<file path="config.mk">
export PLATFORM = sky130hd
export DESIGN_NAME = bfa_ctrl
export DESIGN_NICKNAME = d
export VERILOG_FILES = /design/src/bfa_pkg.sv /design/src/bfa_ctrl.sv
export SDC_FILE = /design/constraint.sdc
export NUM_CORES = 1
export LEC_CHECK = 0
export BUFFER_PORTS_ARGS = -buffer_cell sky130_fd_sc_hd__buf_2
export CORE_ASPECT_RATIO = 0.5
export CORE_MARGIN = 4
export CORE_UTILIZATION = 55
export DETAILED_ROUTE_END_ITERATION = 10
export PLACE_DENSITY = 0.8
export SLEW_MARGIN = 40
export SYNTH_ARGS = -nofsm -noshare
export SYNTH_HDL_FRONTEND = slang
export SYNTH_SLANG_ARGS = --single-unit
</file>
<file path="constraint.sdc">
create_clock -name clk_i -period 9.6 [get_ports clk_i]
set_input_delay 2.4 -clock clk_i [delete_from_list [all_inputs] [get_ports clk_i]]
set_output_delay 2.4 -clock clk_i [all_outputs]
set_load 0.02 [all_outputs]
</file>
<file path="src/bfa_pkg.sv">
// Package of the best-fit block allocator: shared types, codes and constants.
// Used by all allocator modules; depends on nothing.
package bfa_pkg;

  localparam int unsigned MAX_BLOCKS_DEF   = 64;
  localparam int unsigned HEADER_BYTES_DEF = 12;

  localparam int unsigned DATA_W     = 32;
  localparam int unsigned APB_ADDR_W = 3;

  localparam logic [31:0] HEAP_BASE_RST  = 32'h0000_0000;
  localparam logic [31:0] HEAP_LIMIT_RST = 32'hFFFF_FFFF;

  // Register index, taken from paddr[2].
  localparam logic REG_HEAP_BASE  = 1'b0;
  localparam logic REG_HEAP_LIMIT = 1'b1;

  localparam logic CMD_ALLOC = 1'b0;
  localparam logic CMD_FREE  = 1'b1;

  typedef enum logic [1:0] {
    ST_OK      = 2'd0,
    ST_NO_ROOM = 2'd1,
    ST_UNKNOWN = 2'd2
  } status_e;

  typedef enum logic [1:0] {
    S_IDLE,
    S_SCAN,
    S_DECIDE
  } state_e;

  // One row of the block table.
  typedef struct packed {
    logic        free;
    logic [31:0] size;
    logic [31:0] start;
  } entry_t;

  // Configuration seen by the controller.
  typedef struct packed {
    logic [31:0] limit;
    logic        reload;
    logic [31:0] reload_value;
  } cfg_t;

endpackage

</file>
<file path="src/bfa_ctrl.sv">
// Allocator controller: scans the block table, picks the best fit or a match (or appends
// a new entry), writes back the entry and holds the response register.
// Depends on bfa_pkg; drives bfa_table_mem.
module bfa_ctrl import bfa_pkg::*; #(
  parameter int unsigned MAX_BLOCKS   = MAX_BLOCKS_DEF,
  parameter int unsigned HEADER_BYTES = HEADER_BYTES_DEF,
  localparam int unsigned IDX_W       = $clog2(MAX_BLOCKS),
  localparam int unsigned CNT_W       = $clog2(MAX_BLOCKS + 1)
) (
  input  logic             clk_i,
  input  logic             rst_ni,
  input  cfg_t             cfg_i,
  input  logic             req_valid_i,
  output logic             req_ready_o,
  input  logic             req_cmd_i,
  input  logic [31:0]      req_size_i,
  input  logic [31:0]      req_addr_i,
  output logic             rsp_valid_o,
  input  logic             rsp_ready_i,
  output logic [31:0]      rsp_addr_o,
  output status_e          rsp_status_o,
  output logic             mem_we_o,
  output logic [IDX_W-1:0] mem_waddr_o,
  output entry_t           mem_wdata_o,
  output logic             mem_re_o,
  output logic [IDX_W-1:0] mem_raddr_o,
  input  entry_t           mem_rdata_i
);

  state_e           state_q, state_d;
  logic             cmd_q;
  logic [32:0]      rsize_q;
  logic [31:0]      addr_q;
  logic [CNT_W-1:0] issue_q;
  logic             cmp_valid_q;
  logic [IDX_W-1:0] cmp_idx_q;
  logic             found_q;
  logic [IDX_W-1:0] best_idx_q;
  entry_t           best_q;
  logic [CNT_W-1:0] count_q;
  logic [31:0]      heap_top_q;
  logic             rsp_valid_q;
  logic [31:0]      rsp_addr_q;
  status_e          rsp_status_q;

  logic        accept;
  logic        slot_free;
  logic        done;
  logic        fits, better, match, take;
  logic [33:0] new_top;
  logic        table_full, over_limit;
  logic        append;
  logic [31:0] res_addr;
  status_e     res_status;
  logic [32:0] rsize_in;

  assign rsize_in  = ({1'b0, req_size_i} + 33'd3) & ~33'd3;
  assign slot_free = !rsp_valid_q || rsp_ready_i;

  // Per-entry compare on the registered read data.
  assign fits   = mem_rdata_i.free && ({1'b0, mem_rdata_i.size} >= rsize_q);
  assign better = !found_q || (mem_rdata_i.size < best_q.size);
  assign match  = (({1'b0, mem_rdata_i.start} + 33'(HEADER_BYTES)) == {1'b0, addr_q});
  assign take   = cmp_valid_q &&
                  ((cmd_q == CMD_ALLOC) ? (fits && better) : (match && !found_q));

  assign new_top    = {2'b00, heap_top_q} + {1'b0, rsize_q} + 34'(HEADER_BYTES);
  assign table_full = (count_q == CNT_W'(MAX_BLOCKS));
  assign over_limit = new_top > {2'b00, cfg_i.limit};

  // Next state.
  always_comb begin
    state_d = state_q;
    case (state_q)
      S_IDLE: begin
        if (req_valid_i) state_d = S_SCAN;
      end
      S_SCAN: begin
        if ((issue_q == count_q) && !cmp_valid_q) state_d = S_DECIDE;
      end
      S_DECIDE: begin
        if (slot_free) state_d = S_IDLE;
      end
      default: state_d = S_IDLE;
    endcase
  end

  // Outputs and write-back decision.
  always_comb begin
    req_ready_o = (state_q == S_IDLE);
    accept      = req_ready_o && req_valid_i;
    mem_re_o    = (state_q == S_SCAN) && (issue_q != count_q);
    mem_raddr_o = issue_q[IDX_W-1:0];
    done        = (state_q == S_DECIDE) && slot_free;

    mem_we_o    = 1'b0;
    mem_waddr_o = best_idx_q;
    mem_wdata_o = best_q;
    append      = 1'b0;
    res_addr    = 32'd0;
    res_status  = ST_OK;

    if (cmd_q == CMD_ALLOC) begin
      if (found_q) begin
        mem_we_o         = done;
        mem_wdata_o.free = 1'b0;
        res_addr         = best_q.start + 32'(HEADER_BYTES);
      end else if (table_full || over_limit) begin
        res_status = ST_NO_ROOM;
      end else begin
        append            = done;
        mem_we_o          = done;
        mem_waddr_o       = count_q[IDX_W-1:0];
        mem_wdata_o.free  = 1'b0;
        mem_wdata_o.size  = rsize_q[31:0];
        mem_wdata_o.start = heap_top_q;
        res_addr          = heap_top_q + 32'(HEADER_BYTES);
      end
    end else begin
      // A free of address zero is ignored and reports success.
      if (addr_q != 32'd0) begin
        if (found_q) begin
          mem_we_o         = done;
          mem_wdata_o.free = 1'b1;
        end else begin
          res_status = ST_UNKNOWN;
        end
      end
    end
  end

  always_ff @(posedge clk_i or negedge rst_ni) begin
    if (!rst_ni) begin
      state_q     <= S_IDLE;
      issue_q     <= '0;
      cmp_valid_q <= 1'b0;
      found_q     <= 1'b0;
      count_q     <= '0;
      heap_top_q  <= HEAP_BASE_RST;
      rsp_valid_q <= 1'b0;
    end else begin
      state_q     <= state_d;
      cmp_valid_q <= mem_re_o;
      if (accept) begin
        issue_q <= '0;
        found_q <= 1'b0;
      end else begin
        if (mem_re_o) issue_q <= issue_q + CNT_W'(1);
        if (take) found_q <= 1'b1;
      end
      if (done) begin
        rsp_valid_q <= 1'b1;
      end else if (rsp_ready_i) begin
        rsp_valid_q <= 1'b0;
      end
      if (append) begin
        count_q    <= count_q + CNT_W'(1);
        heap_top_q <= new_top[31:0];
      end
      if (cfg_i.reload) begin
        heap_top_q <= cfg_i.reload_value;
      end
    end
  end

  // Payload registers.
  always_ff @(posedge clk_i) begin
    if (accept) begin
      cmd_q   <= req_cmd_i;
      rsize_q <= rsize_in;
      addr_q  <= req_addr_i;
    end
    cmp_idx_q <= issue_q[IDX_W-1:0];
    if (take) begin
      best_idx_q <= cmp_idx_q;
      best_q     <= mem_rdata_i;
    end
    if (done) begin
      rsp_addr_q   <= res_addr;
      rsp_status_q <= res_status;
    end
  end

  assign rsp_valid_o  = rsp_valid_q;
  assign rsp_addr_o   = rsp_addr_q;
  assign rsp_status_o = rsp_status_q;

endmodule

</file>
==> results.py <==
metrics = {
    "synth": {
        "synth-edff-count": 169,
        "syn_inst": 1515,
        "syn-cell-area_sq_um": 15600,
        "synthTopCellsByCount": "edfxtp_1, ha_1, inv_1",
        "synth_largest_area_cell": "edfxtp_1",
        "synth-seq-cells": 226,
        "synth_most_common_cell": "edfxtp_1",
        "async_flop_share_pct": 22.6,
        "synth_warnings": 0,
        "synth_top_area_share_pct": 32.5,
        "ys.flop_type": "edfxtp_1",
        "synth.area.top_cells": "edfxtp_1, ha_1, dfrtp_1, xor2_1, xnor2_1",
        "syn-num-nets": 1874,
        "ys_seq_area_share_pct": 41.5,
        "synth.distinct_cells": 71,
        "postSynthAreaPerCell_sq_um": 10.3,
    },
    "detailed_routing": {
        "drt-pass1-iter-count": 6,
        "routed_wirelength_mm": 46.7,
        "drc": 0,
        "routedWlPerCell_um": 20.9,
        "antenna_left": 0,
        "drt_iter0_markers": 1186,
        "vias": 13200,
        "viasPerCell": 5.90,
    },
    "grt": {
        "grt_pass1_wl_mm": 69.8,
        "grt_pass1_vias": 12600,
        "antenna_found_initial": 8,
        "grt_max_degree": 72,
        "overflow": 0,
        "track_usage_pct": 28.7,
    },
    "worst_setup_path": {
        "critPathRequiredTime_ns": 7.20,
        "endpoint_kind": "output pin",
        "worstSetupStartpointType": "flip-flop",
        "worst_r2r_path_depth": 24,
        "crit_arrival_ns": 6.83,
        "r2r_setup_slack_ns": 3.13,
        "r2r-start": "heap_top_q[3]",
        "crit_fanout": 16,
        "crit_type": "flip-flop to output pin",
        "r2r_end": "rsp_addr_o[0]",
    },
    "floorplanning": {
        "io_pins": 314,
        "die_h_um": 127,
        "num_rows": 43,
        "die_area_sq_um": 31300,
        "die_w_um": 246,
        "initial_core_util_pct": 56.1,
        "core-area_sq_um": 27800,
    },
    "clock_network": {
        "cts-root-buf": "clkbuf_16",
        "htree_levels": 1,
        "holdBufCountCts": 0,
        "clock_latency_ns": 0.53,
        "tritoncts": "yes",
        "cts_buffers": 23,
        "clkTransAtPathRegs_ns": 0.06,
        "clk_path_buf_depth": 3,
        "clock-sinks": 226,
    },
    "final_layout": {
        "register_area_sq_um": 6470,
        "n_fill_cell": 2224,
        "nets": 2187,
        "syn_to_final_growth_pct": 18.1,
        "multi_input_area_sq_um": 8540,
        "layout-drive-gt1-share_pct": 22.4,
        "postLayoutCellArea_sq_um": 18400,
        "stdcell_count": 2234,
    },
    "pwr": {
        "pwr-share-clk_pct": 33.2,
        "switching_power_w": 0.000856,
        "p_int_w": 0.00190,
        "powerDensity_nw_per_um2": 150,
        "leakage_nw": 8.40,
        "p_seq_share_pct": 43.0,
        "switching_share_pct": 31.0,
        "combPwrFrac_pct": 23.8,
        "ir_drop_mv": 0.120,
    },
    "placed_design": {
        "gp_congestion": 0.952,
        "dp_hpwl_mm": 36.7,
        "place_ws_ns": 0.762,
        "portBuffers": 313,
        "place_inst": 2184,
        "postPlaceCellArea_sq_um": 17600,
    },
    "min_path": {
        "min_to": "best_idx_q[1]",
        "hold_path.class": "flip-flop to flip-flop",
        "min_from": "cmp_idx_q[1]",
        "whs_path_depth": 0,
    },
    "sta": {
        "setup_viol": 0,
        "fin_crit_sh_pct": 96.2,
        "post-route-min-period_ns": 9.23,
        "grt_setup_unrepaired": "false",
        "tightest_slew_ns": 0.814,
        "relSlewSlack_pct": 45.5,
        "finalHoldViolations": 0,
        "tns_ns": 0,
        "setup_slack_ns": 0.367,
        "slew_violations": 0,
        "fmax_mhz": 108,
        "fin_skew_ns": 0.0105,
    },
    "job": {
        "maxCapViolCount": 0,
    },
    "status": {
        "status": "finished, final reports clean",
    },
}
[worst max-delay path by stage]
stage	from	to	slack [ns]	depth (start not counted)
detailed placement	heap_top_q[3]	mem_wdata_o[15]	0.76	25
global route	heap_top_q[3]	mem_wdata_o[22]	0.04	24
finish	heap_top_q[3]	mem_wdata_o[15]	0.37	25
CTS	heap_top_q[3]	mem_wdata_o[15]	0.16	25
global placement	heap_top_q[3]	mem_wdata_o[15]	0.99	25
floorplan	heap_top_q[3]	mem_wdata_o[36]	1.74	25
[layout make-up]
cell class                 count  area share (%)
timing repair buffer         330            9.27
multi-input combinational   1127            46.4
antenna                        7          0.0950
clock inverter                 8           0.238
inverter                     120            2.44
sequential                   226            35.1
tap                          382            2.59
clock buffer                  34            3.90
[kinds of logic after synthesis]
| kind of cell | after synthesis | synth area share (%) |
|---|---|---|
| AO/OA/AOI/OAI | 259 | 10.5 |
| XOR/XNOR | 173 | 9.71 |
| adder cells (fa/ha/maj) | 160 | 12.9 |
| buffers and inverters | 163 | 4.22 |
| flip-flops | 226 | 41.5 |
| multiplexers | 107 | 7.18 |
| AND/OR/NAND/NOR | 427 | 14.0 |
[worst max-delay path: stages, from the launching register on]
cell and delay (ns):
dfrtp_1 0.39, inv_1 0.13, ha_1 0.30, inv_1 0.04, ha_1 0.22, fa_1 0.41
a21oi_1 0.20, o22ai_1 0.16, o41ai_2 0.32, o311ai_0 0.17, buf_4 0.20, a21oi_1 0.21
o21bai_1 0.10, xor2_1 0.16, ha_1 0.31, nand4_2 0.14, nor4_2 0.36, nand4_1 0.17
o31a_1 0.32, o31a_1 0.16, nor4b_4 0.45, o211ai_4 0.24, nand2b_4 0.35, buf_4 0.30
mux2_2 0.31, buf_2 0.16
[registers in the layout (all words and copies together) (netlist names), 7 cells and up]
register / cells
addr_q: 32
best_q: 65
rsize_q: 31
heap_top_q: 32
rsp_addr_o: 32
count_q: 7
issue_q: 7
[per-stage QoR]
step                      utilization (%)  hold slack [ns]  total power, W
after detailed placement             63.4            0.389         0.00184
after global placement               63.3            0.386         0.00183
final                                66.3            0.403         0.00276
after global routing                 66.3            0.407         0.00288
after floorplan                         -            0.386         0.00162
after CTS                            66.2            0.403         0.00276
[metal layers]
layer / track usage, % / up-vias / wire [um]
li1: - / 6192 / -
met1: 40.3 / 6313 / 20200
met2: 46.0 / 559 / 21000
met3: 4.70 / 104 / 3800
met4: 9.06 / 2 / 1600
met5: 0 / - / 13
[cells in the final DEF (no fill, tap or decap), types with 7 or more instances in the layout]
master	instances
a211oi_1	9
a21o_1	29
a21oi_1	63
and3_1	22
and4_1	13
buf_2	312
buf_4	17
clkbuf_16	25
clkinv_2	7
dfrtp_1	51
diode_2	7
edfxtp_1	169
ha_1	159
inv_1	120
mux2_1	12
mux2_2	28
mux2i_1	67
nand2_1	115
nand2b_1	7
nand3_1	51
nand4_1	55
nor2_1	78
nor2b_1	12
nor3_1	13
nor4_1	17
o21ai_0	64
o22ai_1	29
or3_1	8
xnor2_1	84
xor2_1	89
[repair_timing]
item,CTS,global route
setup buffers,0,0
gates resized for setup,0,2
setup endpoints to repair,0,56
hold endpoints to repair,0,0
[power by group through the flow]
| stage | registers, W | clock network [W] | logic [W] |
|---|---|---|---|
| 3_5_place_dp | 0.00120 | 0 | 0.000641 |
| 6_report | 0.00119 | 0.000917 | 0.000657 |
| 3_3_place_gp | 0.00120 | 0 | 0.000631 |
| 4_1_cts | 0.00118 | 0.000929 | 0.000647 |
| 2_1_floorplan | 0.00117 | 0 | 0.000451 |
| 5_1_grt | 0.00119 | 0.000965 | 0.000723 |
(Power assumes the default switching activity.)
