--- config.mk ---
export PLATFORM = sky130hd
export DESIGN_NAME = bfa_cfg_regs
export DESIGN_NICKNAME = d
export VERILOG_FILES = /design/src/bfa_pkg.sv /design/src/bfa_cfg_regs.sv
export SDC_FILE = /design/constraint.sdc
export NUM_CORES = 1
export LEC_CHECK = 0
export ABC_AREA = 1
export BUFFER_PORTS_ARGS = -buffer_cell sky130_fd_sc_hd__buf_2
export CAP_MARGIN = 30
export CORE_MARGIN = 1
export CORE_UTILIZATION = 52
export DETAILED_ROUTE_END_ITERATION = 8
export PLACE_DENSITY_LB_ADDON = 0.05
export SLEW_MARGIN = 20
export SYNTH_ARGS = -nofsm -noshare
export SYNTH_HDL_FRONTEND = slang
export SYNTH_SLANG_ARGS = --single-unit
--- constraint.sdc ---
create_clock -name clk_i -period 1.64 [get_ports clk_i]
set_input_delay 0 -clock clk_i [delete_from_list [all_inputs] [get_ports clk_i]]
set_output_delay 0 -clock clk_i [all_outputs]
set_load 0.05 [all_outputs]
--- src/bfa_pkg.sv ---
// Package of the best-fit block allocator: shared types, codes and constants.
// Used by all allocator modules; depends on nothing.
package bfa_pkg;

  localparam int unsigned MAX_BLOCKS_DEF   = 64;
  localparam int unsigned HEADER_BYTES_DEF = 12;

  localparam int unsigned DATA_W     = 32;
  localparam int unsigned APB_ADDR_W = 3;

  localparam logic [31:0] HEAP_BASE_RST  = 32'h0000_0000;
  localparam logic [31:0] HEAP_LIMIT_RST = 32'hFFFF_FFFF;

  // Register index, taken from paddr[2].
  localparam logic REG_HEAP_BASE  = 1'b0;
  localparam logic REG_HEAP_LIMIT = 1'b1;

  localparam logic CMD_ALLOC = 1'b0;
  localparam logic CMD_FREE  = 1'b1;

  typedef enum logic [1:0] {
    ST_OK      = 2'd0,
    ST_NO_ROOM = 2'd1,
    ST_UNKNOWN = 2'd2
  } status_e;

  typedef enum logic [1:0] {
    S_IDLE,
    S_SCAN,
    S_DECIDE
  } state_e;

  // One row of the block table.
  typedef struct packed {
    logic        free;
    logic [31:0] size;
    logic [31:0] start;
  } entry_t;

  // Configuration seen by the controller.
  typedef struct packed {
    logic [31:0] limit;
    logic        reload;
    logic [31:0] reload_value;
  } cfg_t;

endpackage

--- src/bfa_cfg_regs.sv ---
// APB-style configuration registers: heap base and heap limit.
// Depends on bfa_pkg for register indexes and the config struct.
module bfa_cfg_regs import bfa_pkg::*; (
  input  logic                  clk_i,
  input  logic                  rst_ni,
  input  logic                  psel,
  input  logic                  penable,
  input  logic                  pwrite,
  input  logic [APB_ADDR_W-1:0] paddr,
  input  logic [DATA_W-1:0]     pwdata,
  output logic [DATA_W-1:0]     prdata,
  output logic                  pready,
  output cfg_t                  cfg_o
);

  logic [31:0] base_q;
  logic [31:0] limit_q;
  logic        wr_en;

  assign pready = 1'b1;
  assign wr_en  = psel && penable && pwrite;

  always_ff @(posedge clk_i or negedge rst_ni) begin
    if (!rst_ni) begin
      base_q  <= HEAP_BASE_RST;
      limit_q <= HEAP_LIMIT_RST;
    end else if (wr_en) begin
      if (paddr[2] == REG_HEAP_BASE) begin
        base_q <= pwdata;
      end else begin
        limit_q <= pwdata;
      end
    end
  end

  assign prdata = (paddr[2] == REG_HEAP_BASE) ? base_q : limit_q;

  // The heap top reloads at the same edge that writes the base.
  assign cfg_o.limit        = limit_q;
  assign cfg_o.reload       = wr_en && (paddr[2] == REG_HEAP_BASE);
  assign cfg_o.reload_value = pwdata;

endmodule

==> results of run 1 <==
routing by layer:
metal  track usage [%]  vias up  share of wire [%]
met5                 0        -                  0
met4              8.42        0                1.6
met3              5.56       13                6.2
met2              37.6      107                 47
met1              32.0     1391                 45
li1                  -     1533                  -
where the power goes:
| part | total (uW) | internal (uW) | switching, uW | leakage, uW |
|---|---|---|---|---|
| clock network | 1160 | 592 | 564 | 0.0000817 |
| logic | 2210 | 511 | 1700 | 0.00160 |
| registers | 2170 | 1990 | 188 | 0.000737 |
registers in the layout (all words and copies together) (netlist names):
signal and cells:
base_q 32, limit_q 32
worst max path at each step:
stage | cells after the start | to | slack, ns
final | 3 | prdata[6] | 0.36
after global routing | 3 | prdata[6] | 0.29
after CTS | 3 | prdata[7] | 0.35
after detailed placement | 6 | limit_q[0]$_DFFE_PN1P_ | 0.49
after global placement | 6 | limit_q[3]$_DFFE_PN1P_ | 0.51
after floorplan | 2 | prdata[0] | 0.53
critical path: stages, from the launching register on:
cell and delay (ns):
dfstp_2 0.54, nand2_1 0.05, nand2_1 0.09, buf_2 0.26
logic make-up after synthesis:
group	synth area share [%]
flops	49.6
simple gates	36.0
buf+inv	14.3
other cells	0.113
metrics by stage:
step                power (uW)  instance area [um2]
floorplan                 3940                 3310
global route              5830                 4200
CTS                       5580                 4200
global placement          4330                 3710
finish                    5540                 4200
detailed placement        4360                 3710
area by class of cell:
cell class,instances,area (um2)
Clock buffer,15,156
Clock inverter,1,5.00
Fill cell,517,1830
Inverter,3,11.3
Multi-Input combinational cell,293,1190
Sequential cell,64,1640
Tap cell,75,93.8
Timing Repair Buffer,178,1100
cells in the final DEF, fill, tap and decap left out:
cell           Yosys  layout
nand4_1            2       2
clkbuf_8           0      10
buf_12             0       1
inv_1              2       1
nand2_2            1       1
clkbuf_1           3       5
nand3_1           64      64
conb_1             1       1
nor2_4             1       1
clkinv_2           0       1
nand2_1          224     224
inv_2              1       2
dfstp_2           32      32
dfrtp_1           32      32
buf_2              9     134
dlygate4sd3_1      0      33
buf_4             33      10
==> run summary, run 1 <==
STATUS
------------------------------------------------------------------------------------
Status                                                                     completed

TIMING
------------------------------------------------------------------------------------
Max Slew Vio Count                                                                 0
Min cycle time layout                                                        1.28 ns
Hold Worst Slack                                                            0.171 ns
Clock skew                                                                      0 ns
Final setup violation count                                                        0
Ratio of final minimum period to clock period                                  78.1%
Highest clock frequency the design can meet                                0.781 GHz
RSZ-0062 raised after global routing                                           false
Final Hold Violating Endpoints                                                     0
Final Worst Setup Slack                                                     0.360 ns
Setup_tns                                                                       0 ns

YOSYS
------------------------------------------------------------------------------------
Seq/Total Area, Yosys                                                          49.6%
Net count after synthesis                                                        459
Yosys top cell area share                                                      25.4%
Synthesized cell area                                                       3310 um2
Ys Warns                                                                           0
Mean area per synthesized cell                                              7.90 um2
Cell types with the largest area share after synthesis                  dfstp_2, nand2_1, dfrtp_1, nand3_1, buf_4
Number of flops mapped to enable cells by yosys                                    0
Proportion of synthesized flip-flops having asynchronous set or reset           100%
Unique cell type count in the Yosys netlist                                       14
Flip-flop cell with the highest count after synthesis                        dfstp_2
Cell accounting for the most synthesized area                                dfstp_2
Synthesized instance count                                                       419
Top post-synthesis cells by count                                       nand2_1, nand3_1, buf_4, dfrtp_1, dfstp_2
Most frequent cell after synthesis                                           nand2_1
Seq cells post-synth                                                              64

PLACEMENT
------------------------------------------------------------------------------------
Setup Slack @ Placement                                                     0.492 ns
Number of placed cells counting well taps                                        580
Number of buffers added on ports                                                 134
Half-perimeter wire length of the detailed placement result                  4560 um
Routability congestion estimate                                                0.709

CLOCKING
------------------------------------------------------------------------------------
Clock H-tree levels                                                                3
Worst-Skew Late Latency                                                      0.32 ns
Setup Buffers After CTS                                                            0
Clock Sink Count                                                                  64
Maximum count of clock buffers along a single path                                 2
Root Driver                                                                 clkbuf_8
CTS tree                                                                        done
Post-CTS Resized                                                                   0
TritonCTS Buffers                                                                  9
Clk pin slew, worst setup/hold paths                                         0.07 ns
Number of buffers inserted by hold repair at cts                                  33

CRITICAL PATH
------------------------------------------------------------------------------------
Reg2Reg Depth                                                                      2
CP Capture Type                                                         primary output
End of the worst register-to-register path                              limit_q[9]$_DFFE_PN1P_
Flop-to-flop setup slack                                                     0.92 ns
Worst setup path startpoint                                             limit_q[6]$_DFFE_PN1P_
CP Data Arrival Time                                                         1.28 ns
Kind of critical path                                                     reg -> out
Startpoint kind of the worst setup timing path                              register
Reg-to-reg startpoint                                                   limit_q[9]$_DFFE_PN1P_
Maximum fanout along the worst path                                                3
Crit path required time                                                      1.64 ns

POWER
------------------------------------------------------------------------------------
Power per cell area                                                      1320 nW/um2
Peak VDD IR                                                               0.000869 V
Total leakage power                                                       0.00242 uW

LAYOUT
------------------------------------------------------------------------------------
Final instance count without filler cells                                        629
# nets final                                                                     589
Ratio of cells with drive above 1 in the final layout                          34.7%
Antenna cell count                                                                 0
Final design utilization                                                       69.7%
Area Growth Syn to Fin                                                         26.9%

GLOBAL ROUTING
------------------------------------------------------------------------------------
Largest net degree at the start of global routing                                 65
Antenna violations before repair                                                   0
Number of global-route vias before repair                                       2549
Global route total overflow                                                        0
GRT Overall Usage                                                              23.8%
First-pass GRT wire length                                                  11900 um

ROUTING
------------------------------------------------------------------------------------
Number of nets with antenna violations after routing                               0
Post-DR wirelength/cell                                                      12.2 um
Number of iterations in the first detailed-routing pass                            4
Vias                                                                            3044
Iteration-0 DRC Markers                                                          131
Number of remaining DRC errors                                                     0
Average vias per placed instance                                                4.84
Drt total wl                                                                 7660 um

FLOORPLAN
------------------------------------------------------------------------------------
Die area                                                                    6690 um2
DIE WIDTH                                                                    81.8 um
Initial Utilization                                                            54.9%
Die Ht                                                                       81.8 um
Core Region                                                                 6030 um2
Number of placement rows                                                          28
Boundary Pins                                                                    138

WORST HOLD PATH
------------------------------------------------------------------------------------
Hold Path Origin                                                            paddr[2]
Hold Path Depth                                                                    4
Worst hold endpoint                                                     limit_q[25]$_DFFE_PN1P_
Min-Delay Path Class                                                       in -> reg

RUN
------------------------------------------------------------------------------------
Max-Cap Viols                                                                      0

No activity file was read; power rests on OpenSTA's default activity.
==> inputs of run 2 (changes only) <==
ABC_AREA = 0   (was 1)
CORE_UTILIZATION = 48   (was 52)
clock period = 1.2 ns   (was 1.64 ns; I/O delays follow)
==> run summary, run 2 <==
YOSYS
------------------------------------------------------------------------------------
Proportion of synthesized flip-flops having asynchronous set or reset           100%   unchanged
Flip-flop cell with the highest count after synthesis                        dfstp_2
Top post-synthesis cells by count                                       mux2_2, buf_4, dfrtp_1, dfstp_2, mux2_4
Yosys top cell area share                                                      26.3%   +0.94 points
Synthesized instance count                                                       207   -51%
Most frequent cell after synthesis                                            mux2_2
Net count after synthesis                                                        247   -46%
Ys Warns                                                                           0   unchanged
Unique cell type count in the Yosys netlist                                       12   -2
Synthesized cell area                                                       3190 um2   -3.6%
Seq/Total Area, Yosys                                                          51.4%   +1.8 points
Number of flops mapped to enable cells by yosys                                    0   unchanged
Cell types with the largest area share after synthesis                  dfstp_2, dfrtp_1, mux2_2, mux2_4, buf_4
Mean area per synthesized cell                                              15.4 um2   +95%
Cell accounting for the most synthesized area                                dfstp_2
Seq cells post-synth                                                              64   unchanged

GLOBAL ROUTING
------------------------------------------------------------------------------------
Largest net degree at the start of global routing                                 65   unchanged
GRT Overall Usage                                                              20.0%   -3.8 points
Global route total overflow                                                        0   unchanged
Antenna violations before repair                                                   0   unchanged
First-pass GRT wire length                                                  10900 um   -7.9%
Number of global-route vias before repair                                       2230   -13%

ROUTING
------------------------------------------------------------------------------------
Vias                                                                            2093   -31%
Number of iterations in the first detailed-routing pass                            3   -1
Number of nets with antenna violations after routing                               0   unchanged
Average vias per placed instance                                                4.83   -0.12%
Iteration-0 DRC Markers                                                           57   -56%
Drt total wl                                                                 6920 um   -9.6%
Number of remaining DRC errors                                                     0   unchanged
Post-DR wirelength/cell                                                      16.0 um   +31%

CRITICAL PATH
------------------------------------------------------------------------------------
Crit path required time                                                      1.20 ns   -0.44 ns
CP Capture Type                                                         primary output
CP Data Arrival Time                                                         1.19 ns   -0.09 ns
Kind of critical path                                                     reg -> out
Startpoint kind of the worst setup timing path                              register
Maximum fanout along the worst path                                                3   unchanged

TIMING
------------------------------------------------------------------------------------
Clock skew                                                                      0 ns   unchanged
Highest clock frequency the design can meet                                0.843 GHz
Min cycle time layout                                                        1.19 ns
RSZ-0062 raised after global routing                                            true
Final Hold Violating Endpoints                                                     0   unchanged
Max Slew Vio Count                                                                 0   unchanged
Ratio of final minimum period to clock period                                  98.9%
Final setup violation count                                                        0   unchanged

LAYOUT
------------------------------------------------------------------------------------
Final design utilization                                                       73.2%   +3.5 points
Cell area after layout                                                      4670 um2   +11%
Fill cells                                                                       432   -16%
# nets final                                                                     391   -34%
Largest registers                                                       base_q (32), limit_q (32)
Ratio of cells with drive above 1 in the final layout                          80.1%   +45 points
Area Growth Syn to Fin                                                         46.4%
Highest-count cells in the layout ignoring fill and taps                buf_2, mux2_4, mux2_2
Leading cell type in the layout, fill and taps excluded                        buf_2
Antenna cell count                                                                 0   unchanged

FLOORPLAN
------------------------------------------------------------------------------------
Die Ht                                                                       83.5 um   +2.2%
Core Region                                                                 6390 um2   +6.0%
DIE WIDTH                                                                    83.5 um   +2.2%
Number of placement rows                                                          29   +3.6%
Die area                                                                    6980 um2   +4.4%
Initial Utilization                                                            50.0%   -4.9 points
Boundary Pins                                                                    138   unchanged

STATUS
------------------------------------------------------------------------------------
Status                                                                     completed

PLACEMENT
------------------------------------------------------------------------------------
Placement-stage cell area                                                   3750 um2   +1.1%
Number of buffers added on ports                                                 134   unchanged
Half-perimeter wire length of the detailed placement result                  4150 um   -9.0%
Routability congestion estimate                                                0.708   -0.20%

RUN
------------------------------------------------------------------------------------
Max-Cap Viols                                                                      0   unchanged

CLOCKING
------------------------------------------------------------------------------------
Worst-Skew Late Latency                                                      0.32 ns   about the same
Root Driver                                                                 clkbuf_8
Clk pin slew, worst setup/hold paths                                         0.07 ns   about the same
Clock H-tree levels                                                                3   unchanged
Maximum count of clock buffers along a single path                                 2   unchanged
Clock Sink Count                                                                  64   unchanged
TritonCTS Buffers                                                                  9   unchanged
CTS tree                                                                        done

POWER
------------------------------------------------------------------------------------
Power per cell area                                                      2000 nW/um2   +52%
Total leakage power                                                       0.00236 uW   -2.1%
Peak VDD IR                                                                0.00122 V   +41%

WORST HOLD PATH
------------------------------------------------------------------------------------
Min-Delay Path Class                                                     in -> async

-- run 2: kinds of logic (layout without fill, tap and decap cells) --
kind of cell	after synthesis	count (layout)	synth area share, %
buf+inv	44	193	10.0
simple gates	2	2	1.14
flops	64	64	51.4
other cells	1	1	0.117
mux	96	96	37.3
-- run 2: layer usage --
layer / vias up / track usage, % / routed length (um)
li1: 973 / - / -
met1: 1041 / 24.8 / 2990
met2: 69 / 33.9 / 3550
met3: 10 / 3.96 / 266
met4: 0 / 9.09 / 113
met5: - / 0 / 0
-- run 2: worst paths after layout --
check / cells past startpoint / to / from / slack [ns]
worst max-delay path: 2 / prdata[15] / limit_q[15]$_DFFE_PN1P_ / 0.01
worst min-delay path: 3 / base_q[6]$_DFFE_PN0P_ / rst_ni / 0.19
min in group clk_i: 4 / limit_q[15]$_DFFE_PN1P_ / penable / 0.29
worst max register to register: 1 / base_q[15]$_DFFE_PN0P_ / base_q[15]$_DFFE_PN0P_ / 0.43
max in group asynchronous: 3 / limit_q[24]$_DFFE_PN1P_ / rst_ni / 0.66
worst min register to register: 1 / base_q[10]$_DFFE_PN0P_ / base_q[10]$_DFFE_PN0P_ / 0.51
-- run 2: critical path: stages, from the launching register on --
cell	delay [ns]
dfstp_2	0.55
mux2_4	0.16
buf_8	0.14
-- run 2: final cells by class --
class	instances	area (um2)	area share, %
repair buffers	176	1420	30.3
clock buffers	13	159	3.40
well taps	77	96.3	2.06
inverters	1	3.75	0.0803
flip-flops and latches	64	1640	35.1
multi-input cells	99	1340	28.7
clock inverters	3	17.5	0.375
-- run 2: timing repair --
item | in CTS | in global routing
hold buffers | 33 | 0
gates cloned | 0 | 0
setup buffers | 0 | 0
endpoints found under the setup margin | 32 | 30
pin swaps | 0 | 0
endpoints found under the hold margin | 128 | 0
gates resized for setup | 61 | 61
-- run 2: through the flow --
stage / power [uW] / setup TNS, ns / hold WS [ns] / cells / setup WS [ns]
floorplan: 6140 / 0 / -0.296 / 207 / 0.146
global placement: 6810 / 0 / 0.0450 / 384 / 0.149
detailed placement: 6850 / 0 / 0.0406 / 384 / 0.137
CTS: 8980 / -0.0112 / 0.219 / 433 / -0.0112
global route: 9740 / -0.123 / 0.226 / 433 / -0.0233
finish: 9350 / 0 / 0.187 / 433 / 0.0134
-- run 2: power by group --
group	internal (uW)	total, uW	switching, uW
Clock	858	1640	783
Combinational	1860	4600	2740
Sequential	2810	3120	304
==> inputs of run 3 (changes only) <==
CORE_ASPECT_RATIO = 0.6   (was not set)
==> run summary, run 3 (synthesis results as in run 2) <==
STATUS
--------------------------------------------------------------------------
Status                                                           completed

CLOCKING
--------------------------------------------------------------------------
Clock Sink Count                                                        64   unchanged
Worst-Skew Late Latency                                            0.34 ns   +0.02 ns
Clock H-tree levels                                                      3   unchanged
Maximum count of clock buffers along a single path                       2   unchanged
Clk pin slew, worst setup/hold paths                               0.06 ns   about the same
TritonCTS Buffers                                                        9   unchanged
CTS tree                                                              done
Root Driver                                                       clkbuf_8

LAYOUT
--------------------------------------------------------------------------
# nets final                                                           392   +0.26%
Ratio of cells with drive above 1 in the final layout                80.1%   about the same
Largest registers                                             base_q (32), limit_q (32)
Highest-count cells in the layout ignoring fill and taps      buf_2, mux2_4, mux2_2
Antenna cell count                                                       0   unchanged
Area Growth Syn to Fin                                               48.4%
Cell area after layout                                            4740 um2   +1.4%
Final design utilization                                             75.5%   +2.3 points
Final instance count without filler cells                              441   +1.8%
Leading cell type in the layout, fill and taps excluded              buf_2

GLOBAL ROUTING
--------------------------------------------------------------------------
GRT Overall Usage                                                    22.4%   +2.3 points
Antenna violations before repair                                         0   unchanged
Global route total overflow                                              0   unchanged
Largest net degree at the start of global routing                       65   unchanged
Number of global-route vias before repair                             2269   +1.7%
First-pass GRT wire length                                        11600 um   +6.1%

ROUTING
--------------------------------------------------------------------------
Number of nets with antenna violations after routing                     0   unchanged
Average vias per placed instance                                      4.82   -0.31%
Vias                                                                  2125   +1.5%
Iteration-0 DRC Markers                                                 67   +18%
Number of remaining DRC errors                                           0   unchanged
Post-DR wirelength/cell                                            17.0 um   +6.0%
Number of iterations in the first detailed-routing pass                  3   unchanged
Drt total wl                                                       7480 um   +8.0%

PLACEMENT
--------------------------------------------------------------------------
Number of placed cells counting well taps                              391   +1.8%
Half-perimeter wire length of the detailed placement result        4340 um   +4.6%
Placement-stage cell area                                         3790 um2   +1.2%
Number of buffers added on ports                                       134   unchanged
Routability congestion estimate                                      0.687   -3.0%

TIMING
--------------------------------------------------------------------------
RSZ-0062 raised after global routing                                  true
Highest clock frequency the design can meet                      0.835 GHz   -0.96%
Min cycle time layout                                              1.20 ns   +0.0115 ns
Hold Worst Slack                                                  0.215 ns   +0.0283 ns
Final Hold Violating Endpoints                                           0   unchanged
Max Slew Vio Count                                                       0   unchanged
Clock skew                                                            0 ns   unchanged
Setup_tns                                                             0 ns   unchanged
Final setup violation count                                              0   unchanged
Ratio of final minimum period to clock period                        99.8%   +0.96 points

FLOORPLAN
--------------------------------------------------------------------------
Boundary Pins                                                          138   unchanged
Die Ht                                                             65.2 um   -22%
Initial Utilization                                                  50.9%   +0.88 points
DIE WIDTH                                                           107 um   +28%
Core Region                                                       6280 um2   -1.7%
Number of placement rows                                                22   -24%
Die area                                                          6990 um2   +0.15%

POWER
--------------------------------------------------------------------------
Power per cell area                                            1980 nW/um2   -1.0%
Peak VDD IR                                                      0.00107 V   -12%
Total leakage power                                             0.00240 uW   +1.5%

RUN
--------------------------------------------------------------------------
Max-Cap Viols                                                            0   unchanged

CRITICAL PATH
--------------------------------------------------------------------------
CP Capture Type                                               primary output
Crit path required time                                            1.20 ns   about the same
Kind of critical path                                           reg -> out
Startpoint kind of the worst setup timing path                    register
Reg2Reg Depth                                                            2   +1
CP Data Arrival Time                                               1.20 ns   about the same
Maximum fanout along the worst path                                      3   unchanged

WORST HOLD PATH
--------------------------------------------------------------------------
Min-Delay Path Class                                           in -> async

## run 3: cell count changes in the layout (fill, tap and decap cells not counted), sizes merged
cell,change
buf,-2
clkinvlp,-1
clkinv,+2
clkbuf,+2
## run 3: worst paths after layout
path | from | end | slack (ns)
worst max-delay path | limit_q[24]$_DFFE_PN1P_ | prdata[24] | 0.002
worst max register to register | base_q[14]$_DFFE_PN0P_ | base_q[14]$_DFFE_PN0P_ | 0.32
worst min register to register | base_q[25]$_DFFE_PN0P_ | base_q[25]$_DFFE_PN0P_ | 0.51
worst min-delay path | rst_ni | base_q[28]$_DFFE_PN0P_ | 0.21
min in group clk_i | penable | base_q[25]$_DFFE_PN0P_ | 0.25
max in group asynchronous | rst_ni | limit_q[17]$_DFFE_PN1P_ | 0.66
## run 3: cell type report
class                   count  area (um2)
clock inverters             4        20.0
multi-input cells          99        1350
clock buffers              12         145
well taps                  84         105
repair buffers            177        1480
inverters                   1        3.75
flip-flops and latches     64        1640
fillers                   416        1540
## run 3: per-layer routing
metal / part of all wire [%] / wire length (um) / GRT usage [%] / vias to the layer above
met4: 0.72 / 54 / 4.11 / 0
met1: 44 / 3290 / 28.0 / 1064
li1: - / - / - / 978
met2: 49 / 3670 / 37.3 / 76
met3: 6.2 / 460 / 8.63 / 7
met5: 0 / 0 / 0 / -
## run 3: timing repair
item | in CTS | in global routing
resized for setup | 98 | 31
hold buffers | 33 | 0
hold endpoints to repair | 128 | 0
setup endpoints to repair | 32 | 36
buffers inserted | 0 | 1
## run 3: power by group
part           total (uW)  leakage [uW]  switching [uW]  internal (uW)
clock network        1580     0.0000899             784            792
logic                4680       0.00159            2770           1910
registers            3130      0.000720             320           2810
total                9390       0.00240            3880           5510
## run 3: per-stage QoR
| step | power, uW | setup WS [ns] |
|---|---|---|
| 6_report | 9390 | 0.00182 |
| 5_1_grt | 9790 | -0.0525 |
| 4_1_cts | 9200 | -0.00789 |
| 3_5_place_dp | 6860 | 0.169 |
| 3_3_place_gp | 6830 | 0.176 |
| 2_1_floorplan | 6140 | 0.146 |
## run 3: worst max-delay path, stage by stage (launching register included)
cell and delay [ns]:
dfstp_2 0.55, mux2_4 0.16, buf_8 0.14
